==> config.mk <==
export PLATFORM = sky130hd
export DESIGN_NAME = circle_polygon_collision
export DESIGN_NICKNAME = d
export VERILOG_FILES = /design/src/sv/cpc_pkg.sv /design/src/sv/cpc_ctrl.sv /design/src/sv/cpc_datapath.sv /design/src/sv/circle_polygon_collision.sv
export SDC_FILE = /design/constraint.sdc
export NUM_CORES = 2
export LEC_CHECK = 0
export BUFFER_PORTS_ARGS = -buffer_cell sky130_fd_sc_hd__buf_2
export CORE_MARGIN = 1
export CORE_UTILIZATION = 48
export CTS_CLUSTER_SIZE = 25
export DETAILED_ROUTE_END_ITERATION = 8
export GPL_ROUTABILITY_DRIVEN = 0
export PLACE_DENSITY = 0.71
export SYNTH_ARGS = -nofsm -noshare
export SYNTH_HDL_FRONTEND = slang
export SYNTH_SLANG_ARGS = --single-unit
==> constraint.sdc <==
create_clock -name clk_i -period 7.2 [get_ports clk_i]
set_clock_uncertainty 0.15 [all_clocks]
set_input_delay 0.36 -clock clk_i [delete_from_list [all_inputs] [get_ports clk_i]]
set_output_delay 0.36 -clock clk_i [all_outputs]
set_load 0.005 [all_outputs]
==> src/sv/cpc_pkg.sv <==
package cpc_pkg;

  // coordinate format, two's complement
  localparam int unsigned COORD_BITS = 16;
  localparam int unsigned RAD_W      = COORD_BITS - 1;
  // coordinate difference
  localparam int unsigned DIFF_W     = COORD_BITS + 1;
  // squared radius
  localparam int unsigned R2_W       = 2 * RAD_W;
  // squared lengths, line values and projections (magnitude)
  localparam int unsigned SQ_W       = 2 * COORD_BITS + 1;
  // split of a squared-size value into two multiplier chunks
  localparam int unsigned LO_W       = (SQ_W + 1) / 2;
  localparam int unsigned HI_W       = SQ_W - LO_W;
  // threshold r^2 * len^2
  localparam int unsigned THR_W      = R2_W + SQ_W;
  // shared multiplier operands and product
  localparam int unsigned A_W        = SQ_W + 1;
  localparam int unsigned B_W        = LO_W + 1;
  localparam int unsigned P_W        = A_W + B_W;
  // accumulator, holds a squared line value with sign
  localparam int unsigned ACC_W      = 2 * SQ_W + 2;

  // stream packing
  localparam int unsigned IN_FIELDS_W = 4 * COORD_BITS + RAD_W;
  localparam int unsigned IN_TDATA_W  = ((IN_FIELDS_W + 7) / 8) * 8;
  localparam int unsigned OUT_TDATA_W = 8;

  // sequencer lengths
  localparam int unsigned EDGE_STEPS   = 12;
  localparam int unsigned VTX_STEPS    = 2;
  localparam int unsigned DRAIN_CYCLES = 3;
  localparam int unsigned STEP_W       = $clog2(EDGE_STEPS);

  // operand pairs for the shared multiplier
  typedef enum logic [3:0] {
    OP_NONE,
    OP_DX,      // (cx - vx)^2
    OP_DY,      // (cy - vy)^2
    OP_R_R,     // r * r
    OP_A_U,     // a * (cx - p1x)
    OP_B_V,     // b * (cy - p1y)
    OP_A_A,     // a * a
    OP_B_B,     // b * b
    OP_NB_U,    // (p1x - p2x) * (cx - p1x)
    OP_A_V,     // a * (cy - p1y)
    OP_NB_U2,   // (p1x - p2x) * (cx - p2x)
    OP_A_V2,    // a * (cy - p2y)
    OP_R2_LO,   // r^2 * low chunk of len^2
    OP_R2_HI,   // r^2 * high chunk of len^2
    OP_LN_LO,   // |line| * low chunk of |line|
    OP_LN_HI    // |line| * high chunk of |line|
  } op_e;

  // what happens to a finished sum
  typedef enum logic [3:0] {
    DST_NONE,
    DST_R2,
    DST_VTX,
    DST_LINE,
    DST_LEN,
    DST_D1,
    DST_D2,
    DST_THR,
    DST_DEV
  } dest_e;

  typedef struct packed {
    logic  clr;   // start a new sum
    logic  sh;    // product weighted by the low chunk size
    dest_e dest;
  } pipe_ctl_t;

  localparam pipe_ctl_t PIPE_IDLE = '{clr: 1'b0, sh: 1'b0, dest: DST_NONE};

  typedef struct packed {
    op_e       op;
    pipe_ctl_t ctl;
  } edge_step_t;

  typedef struct packed {
    logic      accept;    // input transfer this cycle
    logic      first;     // accepted vertex opens a polygon
    op_e       op;
    logic      edge_b;    // closing edge (cur, first) instead of (prev, cur)
    pipe_ctl_t ctl;
    logic      out_load;  // move the hit flag into the output register
  } cmd_t;

  // micro-program of one edge test
  function automatic edge_step_t edge_step(input logic [STEP_W-1:0] idx);
    edge_step_t s;
    s.op  = OP_NONE;
    s.ctl = PIPE_IDLE;
    case (idx)
      4'd0:  begin s.op = OP_A_U;   s.ctl = '{clr: 1'b1, sh: 1'b0, dest: DST_NONE}; end
      4'd1:  begin s.op = OP_B_V;   s.ctl = '{clr: 1'b0, sh: 1'b0, dest: DST_LINE}; end
      4'd2:  begin s.op = OP_A_A;   s.ctl = '{clr: 1'b1, sh: 1'b0, dest: DST_NONE}; end
      4'd3:  begin s.op = OP_B_B;   s.ctl = '{clr: 1'b0, sh: 1'b0, dest: DST_LEN}; end
      4'd4:  begin s.op = OP_NB_U;  s.ctl = '{clr: 1'b1, sh: 1'b0, dest: DST_NONE}; end
      4'd5:  begin s.op = OP_A_V;   s.ctl = '{clr: 1'b0, sh: 1'b0, dest: DST_D1}; end
      4'd6:  begin s.op = OP_NB_U2; s.ctl = '{clr: 1'b1, sh: 1'b0, dest: DST_NONE}; end
      4'd7:  begin s.op = OP_A_V2;  s.ctl = '{clr: 1'b0, sh: 1'b0, dest: DST_D2}; end
      4'd8:  begin s.op = OP_R2_LO; s.ctl = '{clr: 1'b1, sh: 1'b0, dest: DST_NONE}; end
      4'd9:  begin s.op = OP_R2_HI; s.ctl = '{clr: 1'b0, sh: 1'b1, dest: DST_THR}; end
      4'd10: begin s.op = OP_LN_LO; s.ctl = '{clr: 1'b1, sh: 1'b0, dest: DST_NONE}; end
      4'd11: begin s.op = OP_LN_HI; s.ctl = '{clr: 1'b0, sh: 1'b1, dest: DST_DEV}; end
      default: begin
        s.op  = OP_NONE;
        s.ctl = PIPE_IDLE;
      end
    endcase
    return s;
  endfunction

endpackage

==> src/sv/cpc_ctrl.sv <==
module cpc_ctrl import cpc_pkg::*; (
  input  logic clk_i,
  input  logic rst_ni,
  input  logic in_valid_i,
  input  logic in_last_i,
  output logic in_ready_o,
  output logic out_valid_o,
  input  logic out_ready_i,
  output cmd_t cmd_o
);

  typedef enum logic [2:0] {
    IDLE,
    RADIUS,
    EDGE_A,
    VERTEX,
    EDGE_B,
    DRAIN,
    DONE
  } state_e;

  state_e            state_q;
  logic [STEP_W-1:0] step_q;
  logic              in_poly_q;
  logic              last_q;
  logic              out_valid_q;

  logic       accept;
  logic       out_load;
  edge_step_t es;

  assign in_ready_o  = (state_q == IDLE);
  assign out_valid_o = out_valid_q;
  assign accept      = in_valid_i && (state_q == IDLE);
  assign out_load    = (state_q == DONE) && (!out_valid_q || out_ready_i);
  assign es          = edge_step(step_q);

  always_comb begin
    cmd_o          = '0;
    cmd_o.accept   = accept;
    cmd_o.first    = !in_poly_q;
    cmd_o.edge_b   = (state_q == EDGE_B);
    cmd_o.out_load = out_load;
    cmd_o.op       = OP_NONE;
    cmd_o.ctl      = PIPE_IDLE;
    case (state_q)
      RADIUS: begin
        cmd_o.op  = OP_R_R;
        cmd_o.ctl = '{clr: 1'b1, sh: 1'b0, dest: DST_R2};
      end
      VERTEX: begin
        if (step_q == '0) begin
          cmd_o.op  = OP_DX;
          cmd_o.ctl = '{clr: 1'b1, sh: 1'b0, dest: DST_NONE};
        end else begin
          cmd_o.op  = OP_DY;
          cmd_o.ctl = '{clr: 1'b0, sh: 1'b0, dest: DST_VTX};
        end
      end
      EDGE_A, EDGE_B: begin
        cmd_o.op  = es.op;
        cmd_o.ctl = es.ctl;
      end
      default: begin
        cmd_o.op  = OP_NONE;
        cmd_o.ctl = PIPE_IDLE;
      end
    endcase
  end

  always_ff @(posedge clk_i or negedge rst_ni) begin
    if (!rst_ni) begin
      state_q     <= IDLE;
      step_q      <= '0;
      in_poly_q   <= 1'b0;
      last_q      <= 1'b0;
      out_valid_q <= 1'b0;
    end else begin
      // a new result may replace the one taken in the same cycle
      if (out_load) begin
        out_valid_q <= 1'b1;
      end else if (out_valid_q && out_ready_i) begin
        out_valid_q <= 1'b0;
      end
      case (state_q)
        IDLE: begin
          step_q <= '0;
          if (accept) begin
            last_q <= in_last_i;
            if (!in_poly_q) begin
              in_poly_q <= 1'b1;
              state_q   <= RADIUS;
            end else begin
              state_q <= EDGE_A;
            end
          end
        end
        RADIUS: begin
          step_q  <= '0;
          state_q <= VERTEX;
        end
        EDGE_A: begin
          if (step_q == STEP_W'(EDGE_STEPS - 1)) begin
            step_q  <= '0;
            state_q <= VERTEX;
          end else begin
            step_q <= step_q + 1'b1;
          end
        end
        VERTEX: begin
          if (step_q == STEP_W'(VTX_STEPS - 1)) begin
            step_q  <= '0;
            state_q <= last_q ? EDGE_B : IDLE;
          end else begin
            step_q <= step_q + 1'b1;
          end
        end
        EDGE_B: begin
          if (step_q == STEP_W'(EDGE_STEPS - 1)) begin
            step_q  <= '0;
            state_q <= DRAIN;
          end else begin
            step_q <= step_q + 1'b1;
          end
        end
        DRAIN: begin
          if (step_q == STEP_W'(DRAIN_CYCLES - 1)) begin
            step_q  <= '0;
            state_q <= DONE;
          end else begin
            step_q <= step_q + 1'b1;
          end
        end
        DONE: begin
          if (out_load) begin
            in_poly_q <= 1'b0;
            state_q   <= IDLE;
          end
        end
        default: begin
          state_q <= IDLE;
        end
      endcase
    end
  end

endmodule

==> src/sv/cpc_datapath.sv <==
module cpc_datapath import cpc_pkg::*; (
  input  logic                         clk_i,
  input  logic                         rst_ni,
  input  cmd_t                         cmd_i,
  input  logic signed [COORD_BITS-1:0] vertex_x_i,
  input  logic signed [COORD_BITS-1:0] vertex_y_i,
  input  logic signed [COORD_BITS-1:0] center_x_i,
  input  logic signed [COORD_BITS-1:0] center_y_i,
  input  logic        [RAD_W-1:0]      circle_radius_i,
  output logic                         intersects_o
);

  function automatic logic signed [DIFF_W-1:0] sdiff(
    input logic signed [COORD_BITS-1:0] p,
    input logic signed [COORD_BITS-1:0] q
  );
    return DIFF_W'(p) - DIFF_W'(q);
  endfunction

  // polygon and circle state
  logic signed [COORD_BITS-1:0] first_x_q, first_y_q;
  logic signed [COORD_BITS-1:0] prev_x_q, prev_y_q;
  logic signed [COORD_BITS-1:0] cur_x_q, cur_y_q;
  logic signed [COORD_BITS-1:0] cen_x_q, cen_y_q;
  logic        [RAD_W-1:0]      rad_q;

  // intermediate results
  logic [R2_W-1:0]  r2_q;
  logic [SQ_W-1:0]  len2_q;
  logic [SQ_W-1:0]  line_q;
  logic [THR_W-1:0] thr_q;
  logic             d1_neg_q, d1_zero_q, proj_ok_q;
  logic             hit_q;
  logic             intersects_q;

  // multiply-accumulate pipe
  logic signed [A_W-1:0]   opa_d, opa_q;
  logic signed [B_W-1:0]   opb_d, opb_q;
  logic signed [P_W-1:0]   prod_q;
  logic signed [ACC_W-1:0] acc_d, acc_q;
  logic signed [ACC_W-1:0] pext, shifted, acc_abs;
  pipe_ctl_t               c1_q, c2_q, c3_q;

  logic signed [COORD_BITS-1:0] p1x, p1y, p2x, p2y;
  logic signed [DIFF_W-1:0]     dx, dy, ea, eb, enb, eu, ev, eu2, ev2;
  logic [SQ_W-1:0]              len_eff;
  logic                         d2_neg, d2_zero;
  logic                         vtx_in, dev_in;

  // edge end points
  assign p1x = cmd_i.edge_b ? cur_x_q   : prev_x_q;
  assign p1y = cmd_i.edge_b ? cur_y_q   : prev_y_q;
  assign p2x = cmd_i.edge_b ? first_x_q : cur_x_q;
  assign p2y = cmd_i.edge_b ? first_y_q : cur_y_q;

  assign dx  = sdiff(cen_x_q, cur_x_q);
  assign dy  = sdiff(cen_y_q, cur_y_q);
  assign ea  = sdiff(p1y, p2y);
  assign eb  = sdiff(p2x, p1x);
  assign enb = sdiff(p1x, p2x);
  assign eu  = sdiff(cen_x_q, p1x);
  assign ev  = sdiff(cen_y_q, p1y);
  assign eu2 = sdiff(cen_x_q, p2x);
  assign ev2 = sdiff(cen_y_q, p2y);

  // a degenerate edge scales the threshold by one
  assign len_eff = (len2_q == '0) ? SQ_W'(1) : len2_q;

  always_comb begin
    opa_d = '0;
    opb_d = '0;
    case (cmd_i.op)
      OP_DX:    begin opa_d = A_W'(dx);  opb_d = B_W'(dx);  end
      OP_DY:    begin opa_d = A_W'(dy);  opb_d = B_W'(dy);  end
      OP_R_R:   begin opa_d = A_W'(rad_q); opb_d = B_W'(rad_q); end
      OP_A_U:   begin opa_d = A_W'(ea);  opb_d = B_W'(eu);  end
      OP_B_V:   begin opa_d = A_W'(eb);  opb_d = B_W'(ev);  end
      OP_A_A:   begin opa_d = A_W'(ea);  opb_d = B_W'(ea);  end
      OP_B_B:   begin opa_d = A_W'(eb);  opb_d = B_W'(eb);  end
      OP_NB_U:  begin opa_d = A_W'(enb); opb_d = B_W'(eu);  end
      OP_A_V:   begin opa_d = A_W'(ea);  opb_d = B_W'(ev);  end
      OP_NB_U2: begin opa_d = A_W'(enb); opb_d = B_W'(eu2); end
      OP_A_V2:  begin opa_d = A_W'(ea);  opb_d = B_W'(ev2); end
      OP_R2_LO: begin
        opa_d = A_W'(r2_q);
        opb_d = B_W'(len_eff[LO_W-1:0]);
      end
      OP_R2_HI: begin
        opa_d = A_W'(r2_q);
        opb_d = B_W'(len_eff[SQ_W-1:LO_W]);
      end
      OP_LN_LO: begin
        opa_d = A_W'(line_q);
        opb_d = B_W'(line_q[LO_W-1:0]);
      end
      OP_LN_HI: begin
        opa_d = A_W'(line_q);
        opb_d = B_W'(line_q[SQ_W-1:LO_W]);
      end
      default: begin
        opa_d = '0;
        opb_d = '0;
      end
    endcase
  end

  // accumulate, high chunk products weighted by the low chunk size
  always_comb begin
    pext    = ACC_W'(prod_q);
    shifted = c2_q.sh ? (pext <<< LO_W) : pext;
    acc_d   = (c2_q.clr ? '0 : acc_q) + shifted;
  end

  assign acc_abs = acc_q[ACC_W-1] ? -acc_q : acc_q;
  assign d2_neg  = acc_q[ACC_W-1];
  assign d2_zero = (acc_q == '0);
  assign vtx_in  = (acc_q < $signed(ACC_W'(r2_q)));
  assign dev_in  = (acc_q < $signed(ACC_W'(thr_q))) && proj_ok_q;

  // payload registers
  always_ff @(posedge clk_i) begin
    if (cmd_i.accept) begin
      prev_x_q <= cur_x_q;
      prev_y_q <= cur_y_q;
      cur_x_q  <= vertex_x_i;
      cur_y_q  <= vertex_y_i;
      if (cmd_i.first) begin
        first_x_q <= vertex_x_i;
        first_y_q <= vertex_y_i;
        cen_x_q   <= center_x_i;
        cen_y_q   <= center_y_i;
        rad_q     <= circle_radius_i;
      end
    end

    opa_q  <= opa_d;
    opb_q  <= opb_d;
    prod_q <= opa_q * opb_q;
    acc_q  <= acc_d;

    case (c3_q.dest)
      DST_R2:   r2_q   <= acc_q[R2_W-1:0];
      DST_LINE: line_q <= acc_abs[SQ_W-1:0];
      DST_LEN:  len2_q <= acc_q[SQ_W-1:0];
      DST_THR:  thr_q  <= acc_q[THR_W-1:0];
      DST_D1: begin
        d1_neg_q  <= d2_neg;
        d1_zero_q <= d2_zero;
      end
      DST_D2: begin
        // centre projects onto the edge, end points included
        proj_ok_q <= d1_zero_q || d2_zero || (d1_neg_q != d2_neg);
      end
      default: begin
      end
    endcase

    if (cmd_i.out_load) begin
      intersects_q <= hit_q;
    end
  end

  // control registers
  always_ff @(posedge clk_i or negedge rst_ni) begin
    if (!rst_ni) begin
      c1_q  <= PIPE_IDLE;
      c2_q  <= PIPE_IDLE;
      c3_q  <= PIPE_IDLE;
      hit_q <= 1'b0;
    end else begin
      c1_q <= cmd_i.ctl;
      c2_q <= c1_q;
      c3_q <= c2_q;
      if (cmd_i.out_load) begin
        hit_q <= 1'b0;
      end else if ((c3_q.dest == DST_VTX && vtx_in) ||
                   (c3_q.dest == DST_DEV && dev_in)) begin
        hit_q <= 1'b1;
      end
    end
  end

  assign intersects_o = intersects_q;

endmodule

==> src/sv/circle_polygon_collision.sv <==
// circle against polygon hit test. a polygon arrives as a run of vertex
// transfers closed by tlast; the first vertex of a run also carries the
// circle's centre and radius, which are ignored on later vertices. the
// polygon hits when a vertex lies strictly inside the circle or when an
// edge (the closing edge back to the first vertex included) passes strictly
// closer than the radius with the centre projecting onto it. one result
// transfer comes out per polygon, after its last vertex. all sums and
// products are exact; one shared 34 x 18 multiplier behind a four-stage
// multiply-accumulate pipe does the work, sequenced by a small controller.
// order per vertex: accept, test the edge ending in it, then its own
// distance to the centre; the first vertex squares the radius instead
// of an edge test, and the last adds the closing edge, a pipe drain
// and the result load. a finished result waits in its own output
// register, so the next polygon may start before it is taken.
module circle_polygon_collision import cpc_pkg::*; (
  input  logic                   clk_i,
  input  logic                   rst_ni,
  // vertex stream
  input  logic                   s_axis_tvalid_i,
  output logic                   s_axis_tready_o,
  // vertex_x, vertex_y, center_x, center_y, circle_radius, zero fill
  input  logic [IN_TDATA_W-1:0]  s_axis_tdata_i,
  // last_vertex
  input  logic                   s_axis_tlast_i,
  // result stream
  output logic                   m_axis_tvalid_o,
  input  logic                   m_axis_tready_i,
  // intersects, zero fill
  output logic [OUT_TDATA_W-1:0] m_axis_tdata_o
);

  // tdata field offsets
  localparam int unsigned VX_LSB = 0;
  localparam int unsigned VY_LSB = VX_LSB + COORD_BITS;
  localparam int unsigned CX_LSB = VY_LSB + COORD_BITS;
  localparam int unsigned CY_LSB = CX_LSB + COORD_BITS;
  localparam int unsigned R_LSB  = CY_LSB + COORD_BITS;

  cmd_t cmd;
  logic intersects;

  logic signed [COORD_BITS-1:0] vertex_x, vertex_y, center_x, center_y;
  logic        [RAD_W-1:0]      circle_radius;

  // unpack the vertex transfer
  assign vertex_x      = s_axis_tdata_i[VX_LSB +: COORD_BITS];
  assign vertex_y      = s_axis_tdata_i[VY_LSB +: COORD_BITS];
  assign center_x      = s_axis_tdata_i[CX_LSB +: COORD_BITS];
  assign center_y      = s_axis_tdata_i[CY_LSB +: COORD_BITS];
  assign circle_radius = s_axis_tdata_i[R_LSB +: RAD_W];

  // sequencer: walks the multiply schedule of each vertex
  cpc_ctrl u_ctrl (
    .clk_i       (clk_i),
    .rst_ni      (rst_ni),
    .in_valid_i  (s_axis_tvalid_i),
    .in_last_i   (s_axis_tlast_i),
    .in_ready_o  (s_axis_tready_o),
    .out_valid_o (m_axis_tvalid_o),
    .out_ready_i (m_axis_tready_i),
    .cmd_o       (cmd)
  );

  // operand selection, shared multiplier, accumulator and compares
  cpc_datapath u_datapath (
    .clk_i           (clk_i),
    .rst_ni          (rst_ni),
    .cmd_i           (cmd),
    .vertex_x_i      (vertex_x),
    .vertex_y_i      (vertex_y),
    .center_x_i      (center_x),
    .center_y_i      (center_y),
    .circle_radius_i (circle_radius),
    .intersects_o    (intersects)
  );

  // result transfer carries the hit flag in bit 0
  assign m_axis_tdata_o = {{(OUT_TDATA_W - 1){1'b0}}, intersects};

endmodule
==> run metrics <==
CTS sink count 505; highest clock rate 144.5 MHz; Clock Path Buffers 3; Worst Slack Setup Final 277.3 ps; Crit Path Category register to register; TritonCTS clock tree yes; vias per cell 5.754; top cell type's share of synthesized area 0.2261; Hold WS 137.4 ps; library cells used by synthesis 86; WP data arrival 7280 ps; Initial Util 0.4839; Layout area overhead 9.526%; Area contributors post-synth fa_1 (23%), edfxtp_1 (17%), ha_1 (10%); flop2flop setup slack 280 ps; commonest non-fill, non-tap cell in the layout inv_1; Synth Cell Area 52670 um^2; total I/O pin count 95; Post-route DRC 0; most frequent cells in the layout inv_1 (914), nand2_1 (629), fa_1 (595), ha_1 (435), a21oi_1 (319); RSZ-0062 raised after global routing false; Port Buffer Count 86; number of flops mapped to enable cells by yosys 306; Post-Syn Instances 5656; CP Max Fanout 13; row count 121; Tcrit/Tclk final 0.9615; Final Hold Violating Endpoints 0; total grt overflow 0; CP Capture Type register; largest net degree at the start of global routing 66; TritonCTS Buffers 55; Critical Path RT 7560 ps; Final ANT Viol Nets 0; clock-pin slew on the worst setup and hold paths 60 ps; Core ar. 108900 um^2; HPWL after DPL 118.3 mm; layout cells sized above 1 0.06806; number of max-cap violations 0; Die Area 111100 um^2; status finished clean; FF+latch count, synth 505; worst min path class input pin to asynchronous set/reset pin; first-pass GRT wire length 234.9 mm; final WL 149.7 mm; crit path time final 6923 ps; WL/cell 20.69 um; number of global-route vias before repair 41090; Overall Global Routing Usage 0.2707; drt pass-1 iters 9; Root Buffer clkbuf_16; number of fill cells in the layout 9544; # Post-CTS Setup Buffers 0; initial antenna violation count 7; chip height 333.3 um; worst-margin pin slew 1141 ps; setup TNS 0 ps; initial DRC count 4497; Slew HR 0.2316; Slew Limit Fails 0; syn_area_per_cell 9.313 um^2; Placed Instances 7049; dpl ws 160.2 ps; endpoints failing setup 0; Synth area leader fa_1; register area share after synthesis 0.2527; synth warn 0; chip width 333.3 um; Skew-Pair Late Insertion Delay 650 ps; H-tree depth 2; Layout Nets 6890; via count 41620; startpoint types register; Synth Flop Type edfxtp_1; non-filler cells, final 7233; async set-reset flop share out of synthesis 0.05347
-- logic make-up (layout without fill, tap and decap cells) --
kind of cell               count (synthesis)  in the layout  synth area share
AOI/OAI and AO/OA                        992            992            0.1214
xor gates and xnor gates                 245            245           0.04088
adders and majority gates               1030           1030            0.3295
buffers and inverters                   1145           1301           0.08271
DFF                                      505            505            0.2527
muxes                                    114            114           0.02349
other                                      1              8        0.00007120
and+or+nand+nor                         1624           1624            0.1493
-- Yosys cell counts (11+ instances only) --
| library cell | number |
|---|---|
| a21oi_1 | 319 |
| o2111ai_1 | 13 |
| buf_1 | 18 |
| o21bai_1 | 34 |
| a211o_1 | 11 |
| a2111oi_0 | 17 |
| o21a_1 | 39 |
| nand4_1 | 57 |
| nor2b_1 | 131 |
| fa_1 | 595 |
| o31ai_1 | 17 |
| o22ai_1 | 29 |
| dfrtp_1 | 27 |
| nor3_1 | 63 |
| clkbuf_1 | 191 |
| nand3_1 | 73 |
| edfxtp_1 | 306 |
| nor2_1 | 243 |
| a31oi_1 | 20 |
| a22oi_1 | 14 |
| a211oi_1 | 15 |
| xor2_1 | 71 |
| buf_2 | 11 |
| a221oi_1 | 22 |
| ha_1 | 435 |
| o211ai_1 | 25 |
| dfxtp_1 | 172 |
| or3_1 | 26 |
| nand2_1 | 629 |
| and3_1 | 23 |
| mux2i_1 | 73 |
| nand2b_1 | 57 |
| a21o_1 | 113 |
| inv_1 | 914 |
| nor4_1 | 26 |
| xnor2_1 | 173 |
| mux2_2 | 37 |
| and2_1 | 251 |
| o21ai_0 | 184 |
| a21boi_0 | 15 |
-- cell type report --
type                    instances  area, um^2  area share
well taps                    1414        1769     0.03067
clock buffers                  71        1501     0.02603
flip-flops and latches        505       13330      0.2310
clock inverters                29       335.3    0.005813
diodes                          1       2.502  0.00004338
repair buffers                286        2206     0.03824
multi-input cells            4012       35110      0.6087
inverters                     915        3435     0.05954
-- worst paths after layout --
kind | start | to | depth (start not counted)
max reg2reg | u_datapath.opa_q[15] | u_datapath.prod_q[49] | 23
max | u_datapath.opa_q[15] | u_datapath.prod_q[49] | 23
max in group asynchronous | rst_ni | u_datapath.c2_q[5] | 2
min | rst_ni | u_ctrl.out_valid_o | 2
min in group clk_i | u_datapath.c1_q[2] | u_datapath.c2_q[2] | 0
min reg2reg | u_datapath.c1_q[2] | u_datapath.c2_q[2] | 0
-- registers in the layout, summed over array words and instances (netlist names), 15 cells and up --
name,flops
u_datapath.acc_q,68
u_datapath.thr_q,63
u_datapath.prod_q,52
u_datapath.opa_q,34
u_datapath.len2_q,33
u_datapath.line_q,33
u_datapath.r2_q,30
u_datapath.opb_q,18
u_datapath.cen_x_q,16
u_datapath.cen_y_q,16
u_datapath.cur_x_q,16
u_datapath.cur_y_q,16
u_datapath.first_x_q,16
u_datapath.first_y_q,16
u_datapath.prev_x_q,16
u_datapath.prev_y_q,16
u_datapath.rad_q,15
-- per-stage QoR --
step / instance area (um^2) / utilization
after floorplan: 52690 / -
after global placement: 54990 / 0.5052
after detailed placement: 54990 / 0.5052
after CTS: 57660 / 0.5297
after global routing: 57690 / 0.5299
final: 57690 / 0.5300
-- metal layers --
| metal | routed length (um) | track usage | vias to the layer above |
|---|---|---|---|
| li1 | - | - | 18870 |
| met1 | 62240 | 0.3780 | 20390 |
| met2 | 66120 | 0.4175 | 1979 |
| met3 | 15860 | 0.05989 | 369 |
| met4 | 5418 | 0.08569 | 8 |
| met5 | 42 | 0.002605 | - |
-- worst max-delay path, cell delays in order, from the launching register on --
cell      delay [ps]
dfxtp_1          520
buf_4            300
nand2_1          110
fa_1             470
fa_1             540
fa_1             530
inv_1             60
fa_1             480
fa_1             490
inv_1             50
fa_1             510
inv_1             50
ha_1             340
a21o_1           180
a21o_1           180
a221oi_1         310
buf_4            180
nand3_1           70
o21ai_0          200
o21ai_0          190
a221oi_1         470
nand3b_1         200
o21ai_0          100
xor2_1           150
-- repair_timing --
action | CTS | global route
hold buffers | 83 | 0
endpoints found under the setup margin | 0 | 10
resized for setup | 0 | 16
hold endpoints to repair | 140 | 0
Power is not shown: default switching activity piles up to over one toggle a cycle in this logic, so the estimate is an artifact.
